===== config.mk =====
export PLATFORM = sky130hd
export DESIGN_NAME = sparse_iir_circular_filter_core
export DESIGN_NICKNAME = d
export VERILOG_FILES = /design/src/sicf_pkg.sv /design/src/sicf_tap_regs.sv /design/src/sicf_delay_mem.sv /design/src/sicf_mac.sv /design/src/sparse_iir_circular_filter_core.sv
export SDC_FILE = /design/constraint.sdc
export NUM_CORES = 2
export LEC_CHECK = 0
export ABC_AREA = 1
export BUFFER_PORTS_ARGS = -buffer_cell sky130_fd_sc_hd__clkbuf_2
export CORE_ASPECT_RATIO = 0.7
export CORE_UTILIZATION = 40
export DETAILED_ROUTE_END_ITERATION = 10
export PLACE_DENSITY = 0.58
export SLEW_MARGIN = 20
export SYNTH_ARGS = -nofsm -noshare
export SYNTH_HDL_FRONTEND = slang
export SYNTH_SLANG_ARGS = --single-unit

===== constraint.sdc =====
create_clock -name clk -period 9.8 [get_ports clk]
set_input_delay 0 -clock clk [delete_from_list [all_inputs] [get_ports clk]]
set_output_delay 0 -clock clk [all_outputs]
set_load 0.005 [all_outputs]

===== src/sicf_pkg.sv =====
`default_nettype none

package sicf_pkg;

  // field widths
  localparam int SAMPLE_W = 16;
  localparam int TAP_W    = 29;
  localparam int COEF_W   = 24;
  localparam int IDX_W    = 5;
  localparam int DATA_W   = 24;

  // configuration port, room for up to 16 tap registers in all
  localparam int CFG_IDX_W = 4;
  localparam int TAP_CNT_W = 4;

  // digit-serial multiplier: one 4-bit coefficient digit per cycle
  localparam int DIGIT_W   = 4;
  localparam int DIGITS    = COEF_W / DIGIT_W;
  localparam int DIG_CNT_W = $clog2(DIGITS);
  localparam int PROD_W    = COEF_W + DATA_W;
  localparam int ACC_W     = PROD_W + 4;

  // sample enters the sum at Q.30, intermediate rounds at 22, output at 30
  localparam int X_SHIFT = 30;
  localparam int W_SHIFT = 22;
  localparam int Y_SHIFT = 30;

  localparam int DATA_MAX = 8388607;
  localparam int DATA_MIN = -8388608;
  localparam int OUT_MAX  = 32767;
  localparam int OUT_MIN  = -32768;

  localparam logic [TAP_W-1:0] FWD0_RESET = 29'd4194304;

  // defaults for the top level parameters
  localparam int DEF_DELAY_LENGTH  = 32;
  localparam int DEF_FEEDBACK_TAPS = 3;
  localparam int DEF_FORWARD_TAPS  = 4;

  typedef struct packed {
    logic                 is_fwd;
    logic [TAP_CNT_W-1:0] cnt;
  } tap_sel_t;

  typedef struct packed {
    logic load_x;
    logic clear_acc;
    logic load_coef;
    logic step;
    logic first;
    logic acc_add;
    logic acc_sub;
  } mac_ctrl_t;

endpackage

`default_nettype wire


===== src/sicf_tap_regs.sv =====
`default_nettype none

module sicf_tap_regs #(
  parameter int FEEDBACK_TAPS = sicf_pkg::DEF_FEEDBACK_TAPS,
  parameter int FORWARD_TAPS  = sicf_pkg::DEF_FORWARD_TAPS
) (
  input  wire logic                           clk,
  input  wire logic                           rst_n,
  input  wire logic                           cfg_we,
  input  wire logic [sicf_pkg::CFG_IDX_W-1:0] cfg_index,
  input  wire logic [sicf_pkg::TAP_W-1:0]     cfg_wdata,
  input  wire sicf_pkg::tap_sel_t             sel,
  output logic      [sicf_pkg::TAP_W-1:0]     tap
);
  import sicf_pkg::*;

  logic [TAP_W-1:0] fb_tap_r  [FEEDBACK_TAPS];
  logic [TAP_W-1:0] fwd_tap_r [FORWARD_TAPS];

  always_ff @(posedge clk) begin
    if (!rst_n) begin
      for (int i = 0; i < FEEDBACK_TAPS; i++) fb_tap_r[i] <= '0;
      for (int j = 0; j < FORWARD_TAPS; j++) fwd_tap_r[j] <= (j == 0) ? FWD0_RESET : '0;
    end else if (cfg_we) begin
      for (int i = 0; i < FEEDBACK_TAPS; i++) begin
        if (cfg_index == CFG_IDX_W'(i)) fb_tap_r[i] <= cfg_wdata;
      end
      for (int j = 0; j < FORWARD_TAPS; j++) begin
        if (cfg_index == CFG_IDX_W'(FEEDBACK_TAPS + j)) fwd_tap_r[j] <= cfg_wdata;
      end
    end
  end

  always_comb begin
    tap = '0;
    for (int i = 0; i < FEEDBACK_TAPS; i++) begin
      if (!sel.is_fwd && sel.cnt == TAP_CNT_W'(i)) tap = fb_tap_r[i];
    end
    for (int j = 0; j < FORWARD_TAPS; j++) begin
      if (sel.is_fwd && sel.cnt == TAP_CNT_W'(j)) tap = fwd_tap_r[j];
    end
  end

endmodule

`default_nettype wire


===== src/sicf_delay_mem.sv =====
`default_nettype none

module sicf_delay_mem #(
  parameter int DELAY_LENGTH = sicf_pkg::DEF_DELAY_LENGTH,
  localparam int ADDR_W      = $clog2(DELAY_LENGTH)
) (
  input  wire logic                        clk,
  input  wire logic                        rd_en,
  input  wire logic [ADDR_W-1:0]           base,
  input  wire logic [sicf_pkg::IDX_W-1:0]  rd_idx,
  output logic signed [sicf_pkg::DATA_W-1:0] rd_data,
  input  wire logic                        wr_en,
  input  wire logic [ADDR_W-1:0]           wr_addr,
  input  wire logic signed [sicf_pkg::DATA_W-1:0] wr_data
);
  import sicf_pkg::*;

  localparam int IDX_N = 2 ** IDX_W;

  logic signed [DATA_W-1:0] mem_r [DELAY_LENGTH];
  logic signed [DATA_W-1:0] rd_data_r;
  logic [ADDR_W-1:0]        idx_mod [IDX_N];
  logic [ADDR_W:0]          slot_sum;
  logic [ADDR_W-1:0]        slot;

  // delay index folded into the line length
  for (genvar g = 0; g < IDX_N; g++) begin : g_mod
    assign idx_mod[g] = ADDR_W'(g % DELAY_LENGTH);
  end

  always_comb begin
    slot_sum = {1'b0, base} + {1'b0, idx_mod[rd_idx]};
    if (slot_sum >= (ADDR_W + 1)'(DELAY_LENGTH)) begin
      slot_sum = slot_sum - (ADDR_W + 1)'(DELAY_LENGTH);
    end
    slot = slot_sum[ADDR_W-1:0];
  end

  always_ff @(posedge clk) begin
    if (wr_en) mem_r[wr_addr] <= wr_data;
    if (rd_en) rd_data_r <= mem_r[slot];
  end

  assign rd_data = rd_data_r;

endmodule

`default_nettype wire


===== src/sicf_mac.sv =====
`default_nettype none

module sicf_mac (
  input  wire logic                               clk,
  input  wire sicf_pkg::mac_ctrl_t                ctrl,
  input  wire logic signed [sicf_pkg::SAMPLE_W-1:0] x,
  input  wire logic        [sicf_pkg::COEF_W-1:0]   coef,
  input  wire logic signed [sicf_pkg::DATA_W-1:0]   data,
  output logic signed      [sicf_pkg::DATA_W-1:0]   w0,
  output logic signed      [sicf_pkg::SAMPLE_W-1:0] y
);
  import sicf_pkg::*;

  localparam logic signed [ACC_W-1:0] HALF_W  = ACC_W'(1) <<< (W_SHIFT - 1);
  localparam logic signed [ACC_W-1:0] HALF_Y  = ACC_W'(1) <<< (Y_SHIFT - 1);
  localparam logic signed [ACC_W-1:0] W_HI    = ACC_W'(DATA_MAX);
  localparam logic signed [ACC_W-1:0] W_LO    = ACC_W'(DATA_MIN);
  localparam logic signed [ACC_W-1:0] Y_HI    = ACC_W'(OUT_MAX);
  localparam logic signed [ACC_W-1:0] Y_LO    = ACC_W'(OUT_MIN);

  logic        [COEF_W-1:0]       coef_sr_r;
  logic signed [PROD_W-1:0]       p_r;
  logic signed [ACC_W-1:0]        acc_r;
  logic signed [DIGIT_W:0]        dig_s;
  logic signed [DIGIT_W+DATA_W:0] dig_prod;
  logic signed [PROD_W-1:0]       p_nxt;
  logic signed [ACC_W-1:0]        rnd_w;
  logic signed [ACC_W-1:0]        rnd_y;

  // msb digit first; only the top digit carries the sign
  always_comb begin
    dig_s = ctrl.first ? {coef_sr_r[COEF_W-1], coef_sr_r[COEF_W-1 -: DIGIT_W]}
                       : {1'b0, coef_sr_r[COEF_W-1 -: DIGIT_W]};
    dig_prod = dig_s * data;
    p_nxt = (ctrl.first ? PROD_W'(0) : (p_r <<< DIGIT_W)) + PROD_W'(dig_prod);
  end

  always_ff @(posedge clk) begin
    if (ctrl.load_coef) begin
      coef_sr_r <= coef;
    end else if (ctrl.step) begin
      coef_sr_r <= coef_sr_r << DIGIT_W;
      p_r <= p_nxt;
    end

    if (ctrl.load_x) begin
      acc_r <= ACC_W'(x) <<< X_SHIFT;
    end else if (ctrl.clear_acc) begin
      acc_r <= '0;
    end else if (ctrl.acc_add) begin
      acc_r <= acc_r + ACC_W'(p_r);
    end else if (ctrl.acc_sub) begin
      acc_r <= acc_r - ACC_W'(p_r);
    end
  end

  // round half up, then saturate
  always_comb begin
    rnd_w = (acc_r + HALF_W) >>> W_SHIFT;
    if (rnd_w > W_HI)      w0 = W_HI[DATA_W-1:0];
    else if (rnd_w < W_LO) w0 = W_LO[DATA_W-1:0];
    else                   w0 = rnd_w[DATA_W-1:0];

    rnd_y = (acc_r + HALF_Y) >>> Y_SHIFT;
    if (rnd_y > Y_HI)      y = Y_HI[SAMPLE_W-1:0];
    else if (rnd_y < Y_LO) y = Y_LO[SAMPLE_W-1:0];
    else                   y = rnd_y[SAMPLE_W-1:0];
  end

endmodule

`default_nettype wire


===== src/sparse_iir_circular_filter_core.sv =====
`default_nettype none

// Sparse direct form II IIR filter on a circular delay line of DELAY_LENGTH
// Q16.8 words. Each tap register holds a 5-bit delay index (bits 28..24) and a
// signed Q2.22 coefficient (bits 23..0); feedback taps come first in the
// register map, then the feed-forward taps. All taps go through one shared
// multiplier that takes the coefficient 4 bits per cycle. Each tap is a read,
// six digit steps and an accumulate; the write-back follows the feedback
// taps, the output follows the forward taps, and then the core returns to
// idle. in_stall is high while a word is being worked on; a finished result
// waits in the output register while the next word is taken. After reset
// the delay line is cleared one entry a cycle, with in_stall held high; tap
// registers can be written meanwhile.
module sparse_iir_circular_filter_core #(
  parameter int DELAY_LENGTH  = sicf_pkg::DEF_DELAY_LENGTH,
  parameter int FEEDBACK_TAPS = sicf_pkg::DEF_FEEDBACK_TAPS,
  parameter int FORWARD_TAPS  = sicf_pkg::DEF_FORWARD_TAPS
) (
  input  wire logic                                 clk,
  input  wire logic                                 rst_n,
  input  wire logic                                 in_valid,
  output logic                                      in_stall,
  input  wire logic signed [sicf_pkg::SAMPLE_W-1:0] in_sample_in,
  output logic                                      out_valid,
  input  wire logic                                 out_stall,
  output logic signed      [sicf_pkg::SAMPLE_W-1:0] out_sample_out,
  input  wire logic                                 cfg_we,
  input  wire logic        [sicf_pkg::CFG_IDX_W-1:0] cfg_index,
  input  wire logic        [sicf_pkg::TAP_W-1:0]    cfg_wdata
);
  import sicf_pkg::*;

  localparam int ADDR_W = $clog2(DELAY_LENGTH);

  typedef enum logic [2:0] {
    S_CLEAR, S_IDLE, S_FETCH, S_MUL, S_ACC, S_WRITE, S_OUT
  } state_t;

  state_t                   state_r;
  logic [ADDR_W-1:0]        base_r;
  logic [ADDR_W-1:0]        clr_cnt_r;
  logic                     is_fwd_r;
  logic [TAP_CNT_W-1:0]     tap_cnt_r;
  logic [DIG_CNT_W-1:0]     dig_cnt_r;
  logic                     out_valid_r;
  logic signed [SAMPLE_W-1:0] out_sample_r;

  tap_sel_t                 sel;
  mac_ctrl_t                mac_ctrl;
  logic [TAP_W-1:0]         tap;
  logic signed [DATA_W-1:0] rd_data;
  logic signed [DATA_W-1:0] w0;
  logic signed [SAMPLE_W-1:0] y;
  logic                     rd_en;
  logic                     wr_en;
  logic [ADDR_W-1:0]        wr_addr;
  logic signed [DATA_W-1:0] wr_data;

  assign sel.is_fwd = is_fwd_r;
  assign sel.cnt    = tap_cnt_r;

  sicf_tap_regs #(
    .FEEDBACK_TAPS(FEEDBACK_TAPS),
    .FORWARD_TAPS (FORWARD_TAPS)
  ) u_taps (
    .clk      (clk),
    .rst_n    (rst_n),
    .cfg_we   (cfg_we),
    .cfg_index(cfg_index),
    .cfg_wdata(cfg_wdata),
    .sel      (sel),
    .tap      (tap)
  );

  sicf_delay_mem #(
    .DELAY_LENGTH(DELAY_LENGTH)
  ) u_mem (
    .clk    (clk),
    .rd_en  (rd_en),
    .base   (base_r),
    .rd_idx (tap[TAP_W-1 -: IDX_W]),
    .rd_data(rd_data),
    .wr_en  (wr_en),
    .wr_addr(wr_addr),
    .wr_data(wr_data)
  );

  sicf_mac u_mac (
    .clk (clk),
    .ctrl(mac_ctrl),
    .x   (in_sample_in),
    .coef(tap[COEF_W-1:0]),
    .data(rd_data),
    .w0  (w0),
    .y   (y)
  );

  always_comb begin
    mac_ctrl = '0;
    rd_en    = 1'b0;
    wr_en    = 1'b0;
    wr_addr  = base_r;
    wr_data  = w0;
    unique case (state_r)
      S_CLEAR: begin
        wr_en   = 1'b1;
        wr_addr = clr_cnt_r;
        wr_data = '0;
      end
      S_IDLE:  mac_ctrl.load_x = in_valid;
      S_FETCH: begin
        rd_en              = 1'b1;
        mac_ctrl.load_coef = 1'b1;
      end
      S_MUL: begin
        mac_ctrl.step  = 1'b1;
        mac_ctrl.first = (dig_cnt_r == '0);
      end
      S_ACC: begin
        mac_ctrl.acc_add = is_fwd_r;
        mac_ctrl.acc_sub = !is_fwd_r;
      end
      S_WRITE: begin
        // new intermediate goes to slot 0, then the forward sum starts over
        wr_en              = 1'b1;
        mac_ctrl.clear_acc = 1'b1;
      end
      S_OUT:   ;
      default: ;
    endcase
  end

  always_ff @(posedge clk) begin
    if (!rst_n) begin
      state_r      <= S_CLEAR;
      base_r       <= '0;
      clr_cnt_r    <= '0;
      is_fwd_r     <= 1'b0;
      tap_cnt_r    <= '0;
      dig_cnt_r    <= '0;
      out_valid_r  <= 1'b0;
      out_sample_r <= '0;
    end else begin
      if (out_valid_r && !out_stall && state_r != S_OUT) out_valid_r <= 1'b0;
      unique case (state_r)
        S_CLEAR: begin
          clr_cnt_r <= clr_cnt_r + 1'b1;
          if (clr_cnt_r == ADDR_W'(DELAY_LENGTH - 1)) state_r <= S_IDLE;
        end
        S_IDLE: begin
          if (in_valid) begin
            is_fwd_r  <= 1'b0;
            tap_cnt_r <= '0;
            state_r   <= S_FETCH;
          end
        end
        S_FETCH: begin
          dig_cnt_r <= '0;
          state_r   <= S_MUL;
        end
        S_MUL: begin
          dig_cnt_r <= dig_cnt_r + 1'b1;
          if (dig_cnt_r == DIG_CNT_W'(DIGITS - 1)) state_r <= S_ACC;
        end
        S_ACC: begin
          tap_cnt_r <= tap_cnt_r + 1'b1;
          if (!is_fwd_r && tap_cnt_r == TAP_CNT_W'(FEEDBACK_TAPS - 1)) begin
            state_r <= S_WRITE;
          end else if (is_fwd_r && tap_cnt_r == TAP_CNT_W'(FORWARD_TAPS - 1)) begin
            state_r <= S_OUT;
          end else begin
            state_r <= S_FETCH;
          end
        end
        S_WRITE: begin
          is_fwd_r  <= 1'b1;
          tap_cnt_r <= '0;
          state_r   <= S_FETCH;
        end
        S_OUT: begin
          if (!out_valid_r || !out_stall) begin
            out_valid_r  <= 1'b1;
            out_sample_r <= y;
            base_r       <= (base_r == '0) ? ADDR_W'(DELAY_LENGTH - 1) : base_r - 1'b1;
            state_r      <= S_IDLE;
          end
        end
        default: state_r <= S_IDLE;
      endcase
    end
  end

  assign in_stall       = (state_r != S_IDLE);
  assign out_valid      = out_valid_r;
  assign out_sample_out = out_sample_r;

endmodule

`default_nettype wire

* After elaboration in Yosys (flattened, before gate mapping)
Memories as Yosys holds them, arrays and structs flattened. A register that Yosys moved wholly into a read port is not among the register bits.
Index checks and enable logic that the tools add are counted.
** Operators by class
- Reduce and logical (&&, ||, !) cells :: 31
- Order comparisons :: 6
- Equality and inequality tests :: 23
- Bitwise gates (word level) :: 9
- Add/subtract/negate cells :: 11
- $mul :: 1
- Multiplexer cells :: 84
** Operators by type and width (count)
- $mux W29 :: 14
- $mux W52 :: 4
- $mux W24 :: 5
- $add A52 B23 Y52 const B :: 1
- $add A52 B31 Y52 const B :: 1
- $add A52 B48 Y52 :: 1
- $sub A52 B48 Y52 :: 1
- $add A48 B29 Y48 :: 1
- $mux W48 :: 1
- $mux W1 :: 39
- $mux W16 :: 2
- $gt A30 B24 Y1 const B :: 1
- $lt A30 B24 Y1 const B :: 1
- $mux W5 :: 6
- $mul A5 B24 Y29 :: 1
- $gt A22 B16 Y1 const B :: 1
- $lt A22 B16 Y1 const B :: 1
- $pmux W3 S7 :: 1
- $mux W3 :: 6
- $eq A4 B2 Y1 const B :: 4
- $eq A3 B3 Y1 const B :: 4
- $eq A4 B3 Y1 const B :: 3
- $ge A6 B6 Y1 const B :: 2
- $pmux W4 S3 :: 1
- other kinds (31) :: 63
** Storage, ports and cells
- Logic and storage cells :: 181
- Input bits :: 54
- Memories kept :: 4
- Bits in read-only memories :: 160
- Memory bits (writable) :: 971
- Flip-flop bits (word level) :: 162
- Output and inout bits :: 18
** Memories
- u_mem.mem_r :: words 32, bits a word 24, read ports 1, clocked after Yosys merged registers in 1, write ports 1, RTL line sicf_delay_mem.sv:20 : logic signed [DATA_W-1:0] mem_r [DELAY_LENGTH];
- (no name shown) :: words 32, bits a word 5, read ports 1, clocked after Yosys merged registers in 0, write ports 0, RTL line sicf_delay_mem.sv:32 : slot_sum = {1'b0, base} + {1'b0, idx_mod[rd_idx]};
- u_taps.fwd_tap_r :: words 4, bits a word 29, read ports 4, clocked after Yosys merged registers in 0, write ports 4, RTL line sicf_tap_regs.sv:18 : logic [TAP_W-1:0] fwd_tap_r [FORWARD_TAPS];
- u_taps.fb_tap_r :: words 3, bits a word 29, read ports 3, clocked after Yosys merged registers in 0, write ports 3, RTL line sicf_tap_regs.sv:17 : logic [TAP_W-1:0] fb_tap_r [FEEDBACK_TAPS];

* Depth between registers and ports, before layout
- Word-level depth :: 16
- Mapped depth :: 27
- Mapped depth without buffers :: 27

* Cells and area by module
From an unflattened synthesis, not the netlist that was laid out.
** Second synthesis, totals
- Cells, all modules :: 7224
- Area total of the unflattened synthesis :: 64162.8 um2
** Modules (own cells, without submodules)
- sicf_delay_mem :: area each 33134.3 um2, sequential area each 23782.8 um2, cells each 2982, times used 1
- sicf_mac :: area each 20228.2 um2, sequential area each 3423.3 um2, cells each 3106, times used 1
- sicf_tap_regs :: area each 8792.2 um2, sequential area each 6095.8 um2, cells each 825, times used 1
- sparse_iir_circular_filter_core :: area each 2008.2 um2, sequential area each 760.7 um2, cells each 311, times used 1

* Worst setup path before layout
No wires, ideal clock.
- Path kind :: register to register
- Start point :: register state_r[0]
- End point :: register u_mac.p_r[44] (data pin)
- Cell stages (with the launch flop) :: 22
- Buffers on the path :: 1
- Required time :: 9.539 ns
- Setup time :: 0.261 ns
- Data arrival time :: 7.630 ns
- Path slack :: 1.909 ns
- Period minus slack after synthesis :: 7.891 ns
- Cell sequence :: dfxtp_1 > inv_1 > nor3_2 > nand3_1 > inv_1 > nand2_1 > clkbuf_1 > nor2_1 > fa_1 > inv_1 > fa_1 > inv_1 > fa_1 > ha_1 > ha_1 > nand2_1 > nor2_1 > nand4_1 > nor3_1 > nand3_1 > nand3_1 > xor2_1
** On the way
- Longest elaborated chain between the ends :: 5
- Elaborated cells on any way between the ends :: 6
- Classes of those cells :: add/sub: 1; mul: 1; eq/ne: 1; mux: 3
** RTL lines
- start, declared :: RTL line sparse_iir_circular_filter_core.sv:39 : state_t state_r;
- start signal, assigned :: RTL line sparse_iir_circular_filter_core.sv:135 : state_r <= S_CLEAR;
- start signal, assigned :: RTL line sparse_iir_circular_filter_core.sv:148 : if (clr_cnt_r == ADDR_W'(DELAY_LENGTH - 1)) state_r <= S_IDLE;
- start signal, assigned :: RTL line sparse_iir_circular_filter_core.sv:154 : state_r <= S_FETCH;
- $eq A3 B2 Y1 (*) :: RTL line sparse_iir_circular_filter_core.sv:104 : unique case (state_r)
- $mux W2 (*) :: RTL line sparse_iir_circular_filter_core.sv:104
- $mux W5 :: RTL line sicf_mac.sv:32 : dig_s = ctrl.first ? {coef_sr_r[COEF_W-1], coef_sr_r[COEF_W-1 -: DIGIT_W]}
- $mul A5 B24 Y29 :: RTL line sicf_mac.sv:34 : dig_prod = dig_s * data;
- $add A48 B29 Y48 (*) :: RTL line sicf_mac.sv:35 : p_nxt = (ctrl.first ? PROD_W'(0) : (p_r <<< DIGIT_W)) + PROD_W'(dig_prod);
- named net u_mac.p_nxt[44] :: RTL line sicf_mac.sv:26 : logic signed [PROD_W-1:0] p_nxt;
- end signal, assigned :: RTL line sicf_mac.sv:43 : p_r <= p_nxt;
- end, declared :: RTL line sicf_mac.sv:22 : logic signed [PROD_W-1:0] p_r;
The timed path passes the listed nets; every way through them passes the cells marked *.
A chain may end at the register's enable or synchronous reset.

* Worst setup path after layout
- Start point :: register dig_cnt_r[0]
- End point :: register u_mac.p_r[44] (data pin)
** On the way
- Longest elaborated chain between the ends :: 5
- Elaborated cells on any way between the ends :: 6
- Classes of those cells :: add/sub: 1; mul: 1; mux: 3; reduce/logical: 1
** RTL lines
- start, declared :: RTL line sparse_iir_circular_filter_core.sv:44 : logic [DIG_CNT_W-1:0] dig_cnt_r;
- start signal, assigned :: RTL line sparse_iir_circular_filter_core.sv:162 : dig_cnt_r <= dig_cnt_r + 1'b1;
- $logic_not A3 Y1 (*) :: RTL line sparse_iir_circular_filter_core.sv:117 : mac_ctrl.first = (dig_cnt_r == '0);
- $mux W2 (*) :: RTL line sparse_iir_circular_filter_core.sv:104
- $mux W5 :: RTL line sicf_mac.sv:32
- $mul A5 B24 Y29 :: RTL line sicf_mac.sv:34
- $add A48 B29 Y48 (*) :: RTL line sicf_mac.sv:35
- named net u_mac.p_nxt[44] :: RTL line sicf_mac.sv:26
Marks and branches as above.

==> metrics.md <==
| Metric | Value |
|---|---|
| Max-cap violations | `0` |
| Synth async-reset ratio | `0%` |
| Synth warnings | `0` |
| Core box area | `151000 um2` |
| Pwr per Cell Area | `334 nW/um2` |
| Residual DRC | `0` |
| Width of the die | `469 um` |
| First-pass GRT wire length | `266000 um` |
| Setup Crit Path Kind | `register to register` |
| Tightest Pin Transition | `1160 ps` |
| Post_cts resized | `0` |
| Fill cells | `14200` |
| P_leak | `27.5 nW` |
| CTS H-tree depth | `3` |
| Main synth FF type | `edfxtp_1` |
| Setup slack after layout | `3120 ps` |
| Syn Area/Cell | `10.2 um2` |
| Compound-Gate Fraction of Synth Area | `10.6%` |
| Worst Skew | `34.7 ps` |
| Sum Neg Setup Slack | `0 ps` |
| I/O pin total | `72` |
| Final #Nets | `6440` |
| Final hold vios | `0` |
| Ant. Diodes | `0` |
| CTS root buf | `clkbuf_16` |
| Met1 Use GR | `36.4%` |
| Period minus WS final | `6680 ps` |
| RSZ-0062 raised after global routing | `false` |
| Mux cell area share after synthesis | `3.15%` |
| Initial Utilization | `40.5%` |
| Commonest cells after routing, fill and taps aside | `edfxtp_1, nand2_1, inv_1, nor2_1, o21ai_0` |
| Outcome | `complete, no violations` |
| Crit share post-route | `68.2%` |
| GRT Total Usage | `23.0%` |
| Critical Path AT | `7180 ps` |
| Top Usage Layer GRT | `met1` |
| Layout cells sized above 1 | `7.19%` |
| Routed WL | `178000 um` |
| Max Fclk | `0.150 GHz` |
| Largest net degree at the start of global routing | `195` |
| Routing usage on met3 | `2.95%` |
| Synth top area share | `53.5%` |
| HP Class | `input pin to register` |
| Die Ht | `329 um` |
| # rows | `119` |
| Num Clock Sinks | `1157` |
| Reg2Reg Setup Slack | `3120 ps` |
| Setup-failing EPs final | `0` |
| Vias in the first global route | `41500` |
| Post-Syn Area | `61100 um2` |
| Largest family of logic cells by synthesized area | `simple AND/OR/NAND/NOR gates` |
| GR Overflow Total | `0` |
| TritonRoute pass-1 iters | `5` |
| Initial antenna violation count | `2` |
| Post-Synth Simple-Gate Area | `13.4%` |
| Reg clk slew, reported paths | `70 ps` |
| Register area | `34100 um2` |
| Seq/Total Area, Yosys | `55.8%` |
| Register bit total from synthesis | `1157` |
| Worst VDD drop | `0.000321 V` |
| Hold WS | `92.1 ps` |
| Drt first-iter violations | `4654` |
| Die area | `154000 um2` |
| Top cells by area, synth | `edfxtp_1, nand2_1, fa_1` |
| Post-synthesis adder-cell area fraction | `8.52%` |
| Clk Latency, worst-skew pair | `750 ps` |
| Leading cell type in the layout, fill and taps excluded | `edfxtp_1` |
| Netlist cell types | `52` |
| Synthesized netlist net count | `6364` |
| Startpoint Class | `register` |
| Routability cong. | `0.969` |
| Met2 usage | `33.2%` |
| Routed vias | `43700` |
| CP max FO | `33` |
| Max Slew Vio Count | `0` |
| Post-Synth XOR/XNOR Area | `2.13%` |
| CTS Buf Count | `112` |
| Antenna Nets Post-Route | `0` |
| Via-per-instance ratio | `5.36` |
| Synth-to-layout area growth | `12.2%` |
| Synthesized instance count | `5989` |
| Post-CTS Setup Repair Bufs | `0` |
| CP required | `10290 ps` |
| Port Buffer Count | `71` |
| Clock buffer depth | `3` |
| Endpoint type of the worst setup path | `register` |
| Area of the multi-input gates | `23500 um2` |
| Dpl ws | `3210 ps` |
| TritonCTS clock tree | `done` |
| Number of synthesized flops with an enable pin | `1089` |
| Yosys top cell by area | `edfxtp_1` |
| Slew HR | `22.7%` |
| Post-DP HPWL | `119000 um` |
| Wire per inst | `21.8 um` |
## area by class of cell
class | instances | area share, %
timing repair buffer | 205 | 2.52
clock inverter | 81 | 1.32
sequential | 1157 | 49.7
inverter | 763 | 4.19
tap | 1996 | 3.65
multi-input combinational | 3826 | 34.3
clock buffer | 130 | 4.31
## per-layer routing
metal / up-vias / share of wire [%]
met5: - / 0
met4: 0 / 1.8
met3: 172 / 6.5
met2: 1406 / 42
met1: 21500 / 50
li1: 20600 / -
## path summary, 6_finish.rpt
path         cells after the start         endpoint             from
min reg2reg                      2        base_r[4]        base_r[4]
max                             23    u_mac.p_r[44]     dig_cnt_r[0]
max reg2reg                     23    u_mac.p_r[44]     dig_cnt_r[0]
min                              4  u_mac.acc_r[39]  in_sample_in[9]
## where the power goes
part / internal (mW) / switching [mW]
clock network: 2.60 / 2.00
registers: 7.03 / 0.323
logic: 3.25 / 7.68
total: 12.9 / 10.0
## through the flow
| stage | total power [mW] | instance area [um2] | util [%] | std cells |
|---|---|---|---|---|
| after global routing | 24.3 | 68500 | 45.4 | 8158 |
| after global placement | 18.1 | 63800 | 42.2 | 7879 |
| after detailed placement | 18.2 | 63800 | 42.3 | 7881 |
| final | 22.9 | 68500 | 45.4 | 8158 |
| after CTS | 22.8 | 68200 | 45.2 | 8146 |
| after floorplan | 14.5 | 61100 | - | 5989 |
## cells by family (layout without fill, tap and decap cells)
group | after synthesis | count (layout)
mux | 192 | 192
buf+inv | 1006 | 1179
simple gates | 2000 | 2000
xor+xnor | 148 | 148
flops | 1157 | 1157
fa+ha+maj | 321 | 321
compound gates | 1165 | 1165
## flip-flops by register name, summed over array words and instances, names as in the netlist, 16 cells and up
register,cells
out_sample_out,16
u_mac.p_r,48
u_mem.rd_data,24
u_mem.mem_r,768
u_taps.fwd_tap_r,116
u_mac.acc_r,52
u_mac.coef_sr_r,24
u_taps.fb_tap_r,87
## worst max-delay path, stage by stage, from the launching register on
cell     delay (ps)
dfxtp_1         410
inv_1            70
ha_1            200
nand3_1         240
buf_4           480
inv_1           340
nand2_1         130
buf_4           320
nor2_1          110
fa_1            540
buf_4           350
inv_1           260
fa_1            580
inv_1            50
fa_1            480
ha_1            310
ha_1            380
nand2_1         130
nor2_1          260
nand4_1         160
nor3_1          240
nand3_1         120
nand3_1         130
xor2_1           90
## Yosys cell counts, types with 9 or more instances
library cell	count
o21bai_1	16
a21o_1	18
nor2_2	11
or2_2	11
o211ai_1	172
dfxtp_1	68
a21oi_1	368
nor3_1	38
nand2_2	9
nand2_1	972
fa_1	158
clkbuf_1	159
mux2i_1	192
buf_2	42
inv_2	9
nand4_1	32
xor2_1	108
o21ai_0	493
xnor2_1	39
o21ai_1	22
a31oi_1	52
buf_4	9
ha_1	163
nand3_1	275
nor2_1	622
buf_1	27
edfxtp_1	1089
inv_1	752
## repair_timing
action,in CTS,in global routing
hold buffers,54,0
endpoints found under the hold margin,277,0
setup endpoints to repair,0,0
Power figures use the tool's default switching activity.
